<file path="config.mk">
export PLATFORM = sky130hd
export DESIGN_NAME = epd_lane
export DESIGN_NICKNAME = d
export VERILOG_FILES = /design/src/hw/rtl/epd_pkg.sv /design/src/hw/rtl/epd_lane.sv
export SDC_FILE = /design/constraint.sdc
export NUM_CORES = 2
export LEC_CHECK = 0
export BUFFER_PORTS_ARGS = -buffer_cell sky130_fd_sc_hd__clkbuf_2
export CORE_MARGIN = 2
export CORE_UTILIZATION = 30
export CTS_CLUSTER_DIAMETER = 100
export DETAILED_ROUTE_END_ITERATION = 10
export GPL_ROUTABILITY_DRIVEN = 1
export PLACE_DENSITY = 0.57
export SYNTH_ARGS = -nofsm -noshare
export SYNTH_HDL_FRONTEND = slang
export SYNTH_SLANG_ARGS = --single-unit
</file>
<file path="constraint.sdc">
create_clock -name clk_i -period 8.6 [get_ports clk_i]
set_input_delay 1.29 -clock clk_i [delete_from_list [all_inputs] [get_ports clk_i]]
set_output_delay 1.29 -clock clk_i [all_outputs]
set_load 0.1 [all_outputs]
</file>
<file path="src/hw/rtl/epd_pkg.sv">
// ----------------------------------------------------------------------------
// epd_pkg
// Shared types and constants for the embedding pair distance block.
// ----------------------------------------------------------------------------
package epd_pkg;

  localparam int unsigned Lanes = 4;

  localparam logic [17:0] OneQ16 = 18'd65536;
  localparam logic [17:0] TwoQ16 = 18'd131072;

  // products of one lane for one group
  typedef struct packed {
    logic [31:0] sq;  // (a-b)^2, unsigned
    logic [31:0] dp;  // a*b, two's complement
    logic [30:0] na;  // a*a, unsigned
    logic [30:0] nb;  // b*b, unsigned
  } lane_prod_t;

  // accumulator set
  typedef struct packed {
    logic [39:0] sq;  // unsigned
    logic [39:0] dot; // two's complement
    logic [38:0] na;  // unsigned
    logic [38:0] nb;  // unsigned
  } acc_t;

  typedef enum logic [8:0] {
    StIdle  = 9'b000000001,
    StWProd = 9'b000000010,
    StWDiv  = 9'b000000100,
    StWMul  = 9'b000001000,
    StNorm  = 9'b000010000,
    StSqrt  = 9'b000100000,
    StSMul  = 9'b001000000,
    StCDiv  = 9'b010000000,
    StDone  = 9'b100000000
  } fin_state_e;

endpackage

</file>
<file path="src/hw/rtl/epd_lane.sv">
// ----------------------------------------------------------------------------
// epd_lane
// One element lane: squared difference, cross product and both squares.
// ----------------------------------------------------------------------------
module epd_lane (
  input  logic                clk_i,
  input  logic                en_i,
  input  logic signed [15:0]  first_i,
  input  logic signed [15:0]  second_i,
  output epd_pkg::lane_prod_t prod_o
);
  import epd_pkg::*;

  logic signed [16:0] diff;
  lane_prod_t         prod_d, prod_q;

  always_comb begin
    diff      = 17'(first_i) - 17'(second_i);
    prod_d.sq = 32'(diff * diff);
    prod_d.dp = 32'(first_i * second_i);
    prod_d.na = 31'(first_i * first_i);
    prod_d.nb = 31'(second_i * second_i);
  end

  always_ff @(posedge clk_i) begin
    if (en_i) begin
      prod_q <= prod_d;
    end
  end

  assign prod_o = prod_q;

endmodule

</file>
==> results.md <==
* Outcome: finished, final reports clean
* Initial antenna violation count at 16
* CP Data Required Time at 8.86 ns
* Worst slew margin at 42.4%
* Gr ovfl total at 0
* CP max-delay cell: fa_1
* Actual slew at the worst max-slew pin at 0.864 ns
* CTS tree: done
* Initial core utilization at 30.3%
* Clk buf depth at 2
* Hpwl dp at 85.7 mm
* Family with the most delay on the worst path: adder cells
* Final setup viols at 0
* Post-Synthesis Cell Area at 40600 sq um
* Synth unique cells at 75
* Routed Antenna Nets at 0
* All-layer global routing usage at 15.9%
* Total CTS buffers at 17
* I/O Buffers at 156
* CTS root buf: clkbuf_16
* Total number of vias at 28.3k
* Core region area at 134000 sq um
* # hold bufs at CTS at 0
* Final WL at 103 mm
* Vias in the first global route at 31.1k
* DR DRC count at 0
* Setup Crit Path Kind: in -> reg
* Final hold vios at 0
* Maxcap violations at 0
* EDFF count, synth at 123
* Max FFs per register at 123
* Sequential share of the synthesized area at 9.10%
* Ys flop type: edfxtp_1
* Final Cycle Share at 97.7%
* CP Buf/Inv Count at 9
* Average size of a mapped cell at 9.64 sq um
* Critical Path AT at 8.67 ns
* Site Rows at 134
* Crit path time final at 8.41 ns
* Final nets at 5877
* Hold crit path type: in -> reg
* Maximum clock rate at 119 MHz
* H-tree levels at 4
* Warnings, synthesis at 0
* Syn Inst Count at 4212
* Type of origin of the critical path: input port
* GPL Wtd Cong at 0.858
* Async SR Flop Fraction at 0%
* Largest net degree at the start of global routing at 65
* Starting DRC count in detailed routing at 1394
* Share of cells above drive strength 1 at 10.8%
* Area grow syn2layout at 12.7%
* Fin Hold WS at 1.27 ns
* Count of state elements after synthesis at 123
* Clock-pin slew on the worst setup and hold paths at 0.07 ns
* Routed length per instance at 16.3 um
* Crit-path most repeated cell: fa_1
* CP max FO at 8
* Slew Limit Fails at 0
* Via-to-Cell Ratio at 4.50
* Die ar. at 138000 sq um
* Largest stage delay, worst path at 0.56 ns
* First-pass GRT wire length at 168 mm
* First-pass detailed-route iteration total at 5
* Element type at the critical path end: flop
* Die H at 372 um
* Ports at 160
* Clock sink total at 123
* Die width at 372 um
[repair_timing]
action	in CTS	in global routing
pin swaps	0	11
resized for setup	1	25
setup buffers	0	5
setup endpoints to repair	1	11
cloned	0	0
[logic make-up (layout without fill, tap and decap cells)]
logic type,after synthesis,after routing,synth area share [%]
adders and majority gates,1337,1337,59.4
muxes,2,2,0.0524
AOI/OAI and AO/OA,330,330,5.56
and+or+nand+nor,908,908,9.77
xor gates and xnor gates,159,159,3.47
buffers and inverters,1352,1657,12.6
other,1,7,0.00924
DFF,123,123,9.10
[path summary, 6_finish.rpt]
path | start | end | slack (ns) | depth (start not counted)
max | first_i[0] | prod_o[125]$_DFFE_PP_ | 0.19 | 32
min | en_i | prod_o[85]$_DFFE_PP_ | 1.27 | 1
[cells in the mapped netlist, types with 5 or more instances]
cell type  instances  area share, %
buf_1              7          0.065
a211oi_1          18           0.33
xor2_1            38           0.82
nand4_1            8           0.12
a21o_1            47           0.87
a211oi_2           5           0.15
nor2_1           300            2.8
clkbuf_1         106           0.98
o21ai_0           56           0.69
a31oi_1           11           0.17
nand2_1          366            3.4
fa_1             986             49
or2_2              6          0.092
ha_1             351             11
o211ai_1           7           0.13
or3_1              9           0.14
clkinv_1          10          0.092
and3_1            16           0.25
a211o_1            5           0.11
nand3_1           21           0.26
buf_2              9           0.11
a21oi_1           82            1.0
o21bai_1          22           0.41
edfxtp_1         123            9.1
inv_1           1210             11
nor2b_1           14           0.22
nor3_1            27           0.33
xnor2_1          119            2.6
nand2b_1          23           0.35
a31o_2             5           0.11
o31ai_1            6           0.11
and2_1           107            1.6
o21a_1            23           0.43
[metal layers]
metal / part of all wire [%] / vias to the layer above / track usage, %
met4: 2.6 / 28 / 4.94
li1: - / 13000 / -
met5: 0.16 / - / 0
met1: 41 / 14600 / 20.4
met3: 8.0 / 113 / 4.22
met2: 48 / 631 / 26.0
[cell type report]
class                   count  area, sq um
inverters                1225         4610
well taps                1768         2210
diodes                      4         10.0
clock inverters            14          201
repair buffers            400         2670
clock buffers              18          429
fillers                 13800        88200
flip-flops and latches    123         3690
multi-input cells        2739        31900
[per-stage QoR]
step	cell area, sq um	setup WS [ns]	setup TNS, ns	util (%)	instances
floorplan	40600	-0.0198	-0.0198	-	4214
global placement	44900	-0.431	-3.57	33.5	6250
detailed placement	44900	-0.589	-4.25	33.5	6250
CTS	45600	0.0304	0	34.0	6282
global route	45800	-0.0265	-0.0265	34.2	6287
finish	45800	0.194	0	34.2	6291
[cell usage in the layout, fill, tap and decap left out, types with 20 or more instances in the layout]
| master | count |
|---|---|
| inv_1 | 1207 |
| fa_1 | 985 |
| nand2_1 | 366 |
| ha_1 | 346 |
| nor2_1 | 297 |
| buf_4 | 240 |
| clkbuf_2 | 155 |
| edfxtp_1 | 123 |
| xnor2_1 | 119 |
| and2_1 | 107 |
| a21oi_1 | 81 |
| o21ai_0 | 56 |
| a21o_1 | 47 |
| xor2_1 | 38 |
| nor3_1 | 27 |
| o21a_1 | 23 |
| nand2b_1 | 23 |
| o21bai_1 | 22 |
| nand3_1 | 20 |
Power is left out: the tool's default activity adds up to more than one toggle a clock period on the data nets, which glitch-free logic cannot reach.
