## src/hw/rtl/epd_pkg.sv

```systemverilog
// ----------------------------------------------------------------------------
// epd_pkg
// Shared types and constants for the embedding pair distance block.
// ----------------------------------------------------------------------------
package epd_pkg;

  localparam int unsigned Lanes = 4;

  localparam logic [17:0] OneQ16 = 18'd65536;
  localparam logic [17:0] TwoQ16 = 18'd131072;

  // products of one lane for one group
  typedef struct packed {
    logic [31:0] sq;  // (a-b)^2, unsigned
    logic [31:0] dp;  // a*b, two's complement
    logic [30:0] na;  // a*a, unsigned
    logic [30:0] nb;  // b*b, unsigned
  } lane_prod_t;

  // accumulator set
  typedef struct packed {
    logic [39:0] sq;  // unsigned
    logic [39:0] dot; // two's complement
    logic [38:0] na;  // unsigned
    logic [38:0] nb;  // unsigned
  } acc_t;

  typedef enum logic [8:0] {
    StIdle  = 9'b000000001,
    StWProd = 9'b000000010,
    StWDiv  = 9'b000000100,
    StWMul  = 9'b000001000,
    StNorm  = 9'b000010000,
    StSqrt  = 9'b000100000,
    StSMul  = 9'b001000000,
    StCDiv  = 9'b010000000,
    StDone  = 9'b100000000
  } fin_state_e;

endpackage

```

## src/hw/rtl/epd_merge.sv

```systemverilog
// ----------------------------------------------------------------------------
// epd_merge
// Sum the lane products and update the saturating accumulators.
// ----------------------------------------------------------------------------
module epd_merge (
  input  logic                clk_i,
  input  logic                rst_ni,
  input  logic                valid_i,
  input  logic                last_i,
  input  epd_pkg::lane_prod_t prod_i [epd_pkg::Lanes],
  output epd_pkg::acc_t       acc_o
);
  import epd_pkg::*;

  acc_t               acc_d, acc_q;
  logic [33:0]        sq_sum;
  logic signed [33:0] dp_sum;
  logic [32:0]        na_sum, nb_sum;
  logic [40:0]        sq_w;
  logic signed [40:0] dot_w;
  logic [39:0]        na_w, nb_w;

  always_comb begin
    sq_sum = '0;
    dp_sum = '0;
    na_sum = '0;
    nb_sum = '0;
    for (int i = 0; i < Lanes; i++) begin
      sq_sum = sq_sum + 34'(prod_i[i].sq);
      dp_sum = dp_sum + 34'($signed(prod_i[i].dp));
      na_sum = na_sum + 33'(prod_i[i].na);
      nb_sum = nb_sum + 33'(prod_i[i].nb);
    end

    sq_w  = {1'b0, acc_q.sq} + 41'(sq_sum);
    dot_w = 41'($signed(acc_q.dot)) + 41'(dp_sum);
    na_w  = {1'b0, acc_q.na} + 40'(na_sum);
    nb_w  = {1'b0, acc_q.nb} + 40'(nb_sum);

    acc_d.sq = sq_w[40] ? '1 : sq_w[39:0];
    priority if (!dot_w[40] && dot_w[39]) begin
      acc_d.dot = {1'b0, {39{1'b1}}};
    end else if (dot_w[40] && !dot_w[39]) begin
      acc_d.dot = {1'b1, 39'b0};
    end else begin
      acc_d.dot = dot_w[39:0];
    end
    acc_d.na = na_w[39] ? '1 : na_w[38:0];
    acc_d.nb = nb_w[39] ? '1 : nb_w[38:0];
  end

  always_ff @(posedge clk_i or negedge rst_ni) begin
    if (!rst_ni) begin
      acc_q <= '0;
    end else if (valid_i) begin
      acc_q <= last_i ? '0 : acc_d;
    end
  end

  assign acc_o = acc_d;

endmodule

```

## config.mk

```make
export PLATFORM = sky130hd
export DESIGN_NAME = epd_merge
export DESIGN_NICKNAME = d
export VERILOG_FILES = /design/src/hw/rtl/epd_pkg.sv /design/src/hw/rtl/epd_merge.sv
export SDC_FILE = /design/constraint.sdc
export NUM_CORES = 1
export LEC_CHECK = 0
export ABC_AREA = 1
export BUFFER_PORTS_ARGS = -buffer_cell sky130_fd_sc_hd__buf_2
export CAP_MARGIN = 15
export CORE_AREA = 2 2 259 261
export DETAILED_ROUTE_END_ITERATION = 12
export DIE_AREA = 0 0 261 263
export GPL_ROUTABILITY_DRIVEN = 0
export PLACE_DENSITY = 0.68
export SETUP_SLACK_MARGIN = 0.3
export SLEW_MARGIN = 20
export SYNTH_ARGS = -nofsm -noshare
export SYNTH_HDL_FRONTEND = slang
export SYNTH_SLANG_ARGS = --single-unit
```

## constraint.sdc

```tcl
create_clock -name clk_i -period 3.64 [get_ports clk_i]
set_input_delay 0.182 -clock clk_i [delete_from_list [all_inputs] [get_ports clk_i]]
set_output_delay 0.182 -clock clk_i [all_outputs]
set_load 0.03 [all_outputs]
```

==> results of run 1 <==
-- worst max-delay path, delay by kind of cell --
kind,cells,cell delay (ps)
simple gates,8,850
compound gates,1,190
buf+inv,6,870
fa+ha+maj,4,1920
-- routing by layer --
metal / up-vias / routed length (um) / track usage
li1: 14500 / - / -
met3: 327 / 7370 / 0.0442
met5: - / 7 / 0
met2: 1360 / 54100 / 0.524
met4: 2 / 5040 / 0.105
met1: 14900 / 41800 / 0.365
-- per-stage QoR --
stage | hold WS (ps) | setup WS (ps) | std cells | utilization
floorplan | -114 | -232 | 4008 | -
global placement | 202 | -603 | 6048 | 0.594
detailed placement | 200 | -657 | 6048 | 0.594
CTS | 120 | -472 | 6165 | 0.659
global route | 174 | -739 | 6248 | 0.698
finish | 165 | -550 | 6249 | 0.698
-- worst paths after layout --
kind	start	to	slack (ps)
worst max-delay path	prod_i[219]	acc_o[78]	-550
worst min-delay path	valid_i	acc_q[31]$_DFFE_PN0P_	160
worst max register to register	acc_q[140]$_DFFE_PN0P_	acc_q[145]$_DFFE_PN0P_	370
worst min register to register	acc_q[88]$_DFFE_PN0P_	acc_q[88]$_DFFE_PN0P_	480
max in group asynchronous	rst_ni	acc_q[82]$_DFFE_PN0P_	2540
min in group asynchronous	rst_ni	acc_q[0]$_DFFE_PN0P_	210
-- layout make-up --
cell class | instances | share of cell area
Timing Repair Buffer | 1394 | 0.236
Multi-Input combinational cell | 2577 | 0.539
Tap cell | 864 | 0.0236
Clock inverter | 14 | 0.00227
Clock buffer | 18 | 0.00959
Sequential cell | 158 | 0.0863
Inverter | 1221 | 0.103
Antenna cell | 1 | 0.0000546
Timing Repair inverter | 2 | 0.000437
-- synthesized netlist by cell type (34+ instances only) --
cell type  number  area [sq um]
o21ai_0       154           771
fa_1          383          7670
ha_1          156          1950
a21oi_1       181           906
inv_1        1216          4560
xnor2_1        47           412
nand2_1       953          3580
nand2_2        66           413
nor2_1        243           912
dfrtp_1       158          3950
xor2_1         34           298
nand3_1       157           786
-- logic make-up (layout without fill, tap and decap cells) --
| logic type | after synthesis | in the layout | synth area share |
|---|---|---|---|
| simple gates | 1525 | 1525 | 0.229 |
| buf+inv | 1273 | 2649 | 0.176 |
| fa+ha+maj | 539 | 539 | 0.344 |
| compound gates | 432 | 432 | 0.0840 |
| flops | 158 | 158 | 0.141 |
| xor+xnor | 81 | 81 | 0.0254 |
| other cells | 0 | 1 | 0 |
-- repair_timing --
action                     in CTS  in global routing
gates cloned                    7                  2
gates resized for setup       735                545
setup endpoints to repair     278                308
hold buffers                    1                  0
pin swaps                     153                218
buffers inserted               77                 81
hold endpoints to repair       57                  0
==> out/qor.csv, run 1 <==
metric,value,unit
outcome,"complete, but fails checks",
violated checks,negative setup slack,
Slew headroom,0.396,
detailed-router iteration count before antenna repair,6,
syn nets,5055,
critical path class,input port to primary output,
post-layout instance area,0.0458,sq mm
Vias/cell,4.98,
Worst Tran Pin Value,906,ps
ANT nets after route,0,
Top reg by flops,acc_q,
fin crit share,1.15,
worst r2r path cells,15,
die width,261,um
cell mode on critical path,buf_6,
Worst-Skew Late Latency,500,ps
Worst setup SP type,input port,
"Setup violations, final",169,
area of the multi-input gates,0.0247,sq mm
first-pass GRT wire length,160000,um
clock sink count,158,
boundary pin count,666,
clock root cell,clkbuf_16,
Slew Limit Fails,0,
"FF+latch count, synth",158,
"Max FO, Critical Path",5,
worst setup margin,-550,ps
DRC errors left,0,
antenna violations before repair,3,
final setup TNS,-57940,ps
count of flip-flops with a built-in enable after synthesis,0,
"Critical Path, Cell by Cell","buf_6, fa_2, fa_2, buf_6, buf_6, fa_1, ha_4, nand2_2, nor2_4, nand2_2, nor3_4, nand2_4, buf_6, nand3_4, nand2_4, nand2_8, clkinvlp_4, a21oi_4, buf_6",
Nets,6418,
RSZ-0062 raised after global routing,yes,
DR WL/cell,17.3,um
Seq. cell area,0.00395,sq mm
core footprint,0.0656,sq mm
share of cells above drive strength 1,0.440,
CTS tree,done,
pin count of the biggest net entering global routing,138,
post-synthesis cell count,4008,
"commonest non-fill, non-tap cell in the layout",inv_1,
TritonCTS buffer count,17,
GR Overflow Total,0,
filler instances,4775,
MaxCap Viol Count,0,
WP data arrival,4010,ps
row count,94,
Critical Path Max Stage Delay,640,ps
Setup crit end kind,primary output,
post-synthesis sequential area ratio,0.141,
via count,31100,
ys flop type,dfrtp_1,
Starting DRT DRC Count,2102,
post-place instance area,0.0390,sq mm
min-delay worst type,input port to register,
Synth cell types,44,
Syn Std Cell Area,0.0280,sq mm
area delta synth->final,63.8,%
Worst Hold Depth,4,
Async SR Flop Fraction,1.00,
I/O Buffers,665,
slowest CP cell,fa_2,
Peak Freq,239,MHz
Die Area,0.0686,sq mm
drt total wl,108000,um
most frequent cells in the layout,"1091 x inv_1, 718 x nand2_1, 630 x buf_4",
Initial Util,0.426,
min Tclk post-route,4190,ps
final hold viol count,0,
syn avg cell area,6.98,sq um
top flop regs,acc_q x158,
WP data required,3460,ps
Die Span Y,263,um
max reg flops,158,
H-tree depth,4,
skew final,16.4,ps
synth warn,0,
vias in the first global route,31300,
GRT Overall Usage,0.297,
Final HPWL DP,81700,um
Clock transition at path regs,80,ps
Longest Clk Path Bufs,2,
Power of run 1 is left out: the tool's default activity adds up to more than one toggle a clock period on the data nets, which glitch-free logic cannot reach.
==> inputs of run 2 (changes only) <==
- PLACE_DENSITY: 0.68 -> not set
- PLACE_DENSITY_LB_ADDON: not set -> 0.12
==> out/qor.csv, run 2 (synthesis results as in run 1) <==
metric,value,unit,change
launch point of the worst hold path,prod_i[472],,
Die Area,0.0686,sq mm,unchanged
min-delay worst type,input port to register,,
post-place instance area,0.0391,sq mm,+0.29%
worst setup margin,-415,ps,+135 ps
post-layout instance area,0.0458,sq mm,about the same
pin count of the biggest net entering global routing,101,,-27%
skew final,11.3,ps,-5.13 ps
ANT nets after route,0,,unchanged
max reg flops,158,,unchanged
die width,261,um,unchanged
Worst R2R Setup Slack,160,ps,-210 ps
clock root cell,clkbuf_16,,
fin crit share,1.11,,-0.0372
r2r endpoint,acc_q[19]$_DFFE_PN0P_,,
TritonCTS buffer count,17,,unchanged
final hold viol count,0,,unchanged
drt total wl,99600,um,-8.1%
Reg2Reg Launch Point,acc_q[30]$_DFFE_PN0P_,,
detailed-router iteration count before antenna repair,6,,unchanged
Top reg by flops,acc_q,,
first-pass GRT wire length,156000,um,-2.8%
Peak Freq,247,MHz,+3.3%
Worst Tran Pin Value,967,ps,+61.4 ps
"Setup violations, final",159,,-5.9%
Clock transition at path regs,70,ps,about the same
I/O Buffers,665,,unchanged
DR WL/cell,16.0,um,-7.9%
most frequent cells in the layout,"1102 x inv_1, 710 x nand2_1, 650 x buf_4",,
core footprint,0.0656,sq mm,unchanged
GRT Overall Usage,0.287,,-0.00969
clock sink count,158,,unchanged
H-tree depth,4,,unchanged
vias in the first global route,31100,,-0.58%
violated checks,negative setup slack,,
Slew headroom,0.355,,-0.0410
Worst Hold Depth,5,,+1
Starting DRT DRC Count,1420,,-32%
worst r2r path cells,19,,+4
Setup crit end kind,primary output,,
final cell count without fillers,6239,,-0.16%
row count,94,,unchanged
Hold Path End,acc_q[118]$_DFFE_PN0P_,,
post-layout util,0.699,,about the same
share of cells above drive strength 1,0.448,,+0.00758
boundary pin count,666,,unchanged
critical path class,input port to primary output,,
GR Overflow Total,0,,unchanged
Slew Limit Fails,0,,unchanged
Vias/cell,4.78,,-4.0%
placed cell count,6065,,+0.28%
WP data required,3460,ps,about the same
"Max FO, Critical Path",6,,+1
Die Span Y,263,um,unchanged
Worst-Skew Late Latency,510,ps,about the same
outcome,"complete, but fails checks",,
Final HPWL DP,79600,um,-2.6%
top flop regs,acc_q x158,,
Initial Util,0.426,,unchanged
RSZ-0062 raised after global routing,yes,,
Worst setup SP type,input port,,
area delta synth->final,63.9,%,about the same
Longest Clk Path Bufs,2,,unchanged
MaxCap Viol Count,0,,unchanged
antenna violations before repair,8,,+5
"commonest non-fill, non-tap cell in the layout",inv_1,,
WP data arrival,3870,ps,-140 ps
worst hold slack,230,ps,+64.7 ps
DRC errors left,0,,unchanged
min Tclk post-route,4050,ps,-135 ps
CTS tree,done,,
Nets,6405,,-0.20%
via count,29800,,-4.1%
==> run 2: cell count changes in the layout (fill, tap and decap cells not counted), moves of 12 or more <==
cell,previous run,this run
a21oi_4,30,42
nor2_2,35,54
nand2_4,121,105
nor2_1,162,147
buf_6,210,181
a21oi_1,87,73
buf_4,630,650
nand2_2,146,175
==> run 2: worst max path at each step <==
stage / slack (ps) / startpoint / depth (start not counted) / to
after floorplan: -230 / prod_i[345] / 17 / acc_o[81]
after global placement: -620 / prod_i[345] / 17 / acc_o[81]
after detailed placement: -680 / prod_i[345] / 18 / acc_o[81]
after CTS: -390 / prod_i[93] / 19 / acc_o[81]
after global routing: -590 / prod_i[92] / 21 / acc_o[79]
final: -410 / prod_i[92] / 21 / acc_o[81]
==> run 2: layout make-up <==
cell class | count | area [sq um]
tap | 864 | 1080
sequential | 158 | 3950
fill | 5264 | 19800
timing repair buffer | 1381 | 10400
clock buffer | 20 | 467
timing repair inverter | 2 | 22.5
inverter | 1221 | 4710
clock inverter | 12 | 205
multi-input combinational | 2577 | 25000
antenna | 4 | 10.0
==> run 2: repair_timing <==
action / 4_1_cts / 5_1_grt
pin swaps: 234 / 157
hold endpoints to repair: 77 / 0
gates resized for setup: 935 / 324
buffers inserted: 93 / 36
gates cloned: 6 / 2
endpoints found under the setup margin: 252 / 296
hold buffers: 1 / 0
==> run 2: stage by stage <==
| step | setup WS (ps) | TNS (ps) |
|---|---|---|
| 2_1_floorplan | -232 | -2520 |
| 3_3_place_gp | -619 | -106310 |
| 3_5_place_dp | -678 | -109870 |
| 4_1_cts | -389 | -32530 |
| 5_1_grt | -588 | -59290 |
| 6_report | -415 | -38160 |
==> run 2: worst max-delay path, stage by stage <==
cell and delay [ps]:
buf_2 70, inv_1 50, fa_2 650, inv_2 50, fa_1 470, inv_1 50
fa_1 490, inv_1 70, ha_4 250, nand2_4 90, nor2_1 60, nor2_1 150
nand2_1 110, a21oi_2 210, nand2_2 90, nand2_2 80, nand2_4 70, nand2_8 140
clkinvlp_4 210, o21ai_4 170, buf_6 140
==> run 2: layer usage <==
metal  GRT usage  wire [um]  up-vias
met5           0         13        -
met4       0.108       3850        2
met3      0.0443       5330      196
met2       0.509      50900      876
met1       0.348      39500    14300
li1            -          -    14500
Power of run 2 is left out for the same reason.
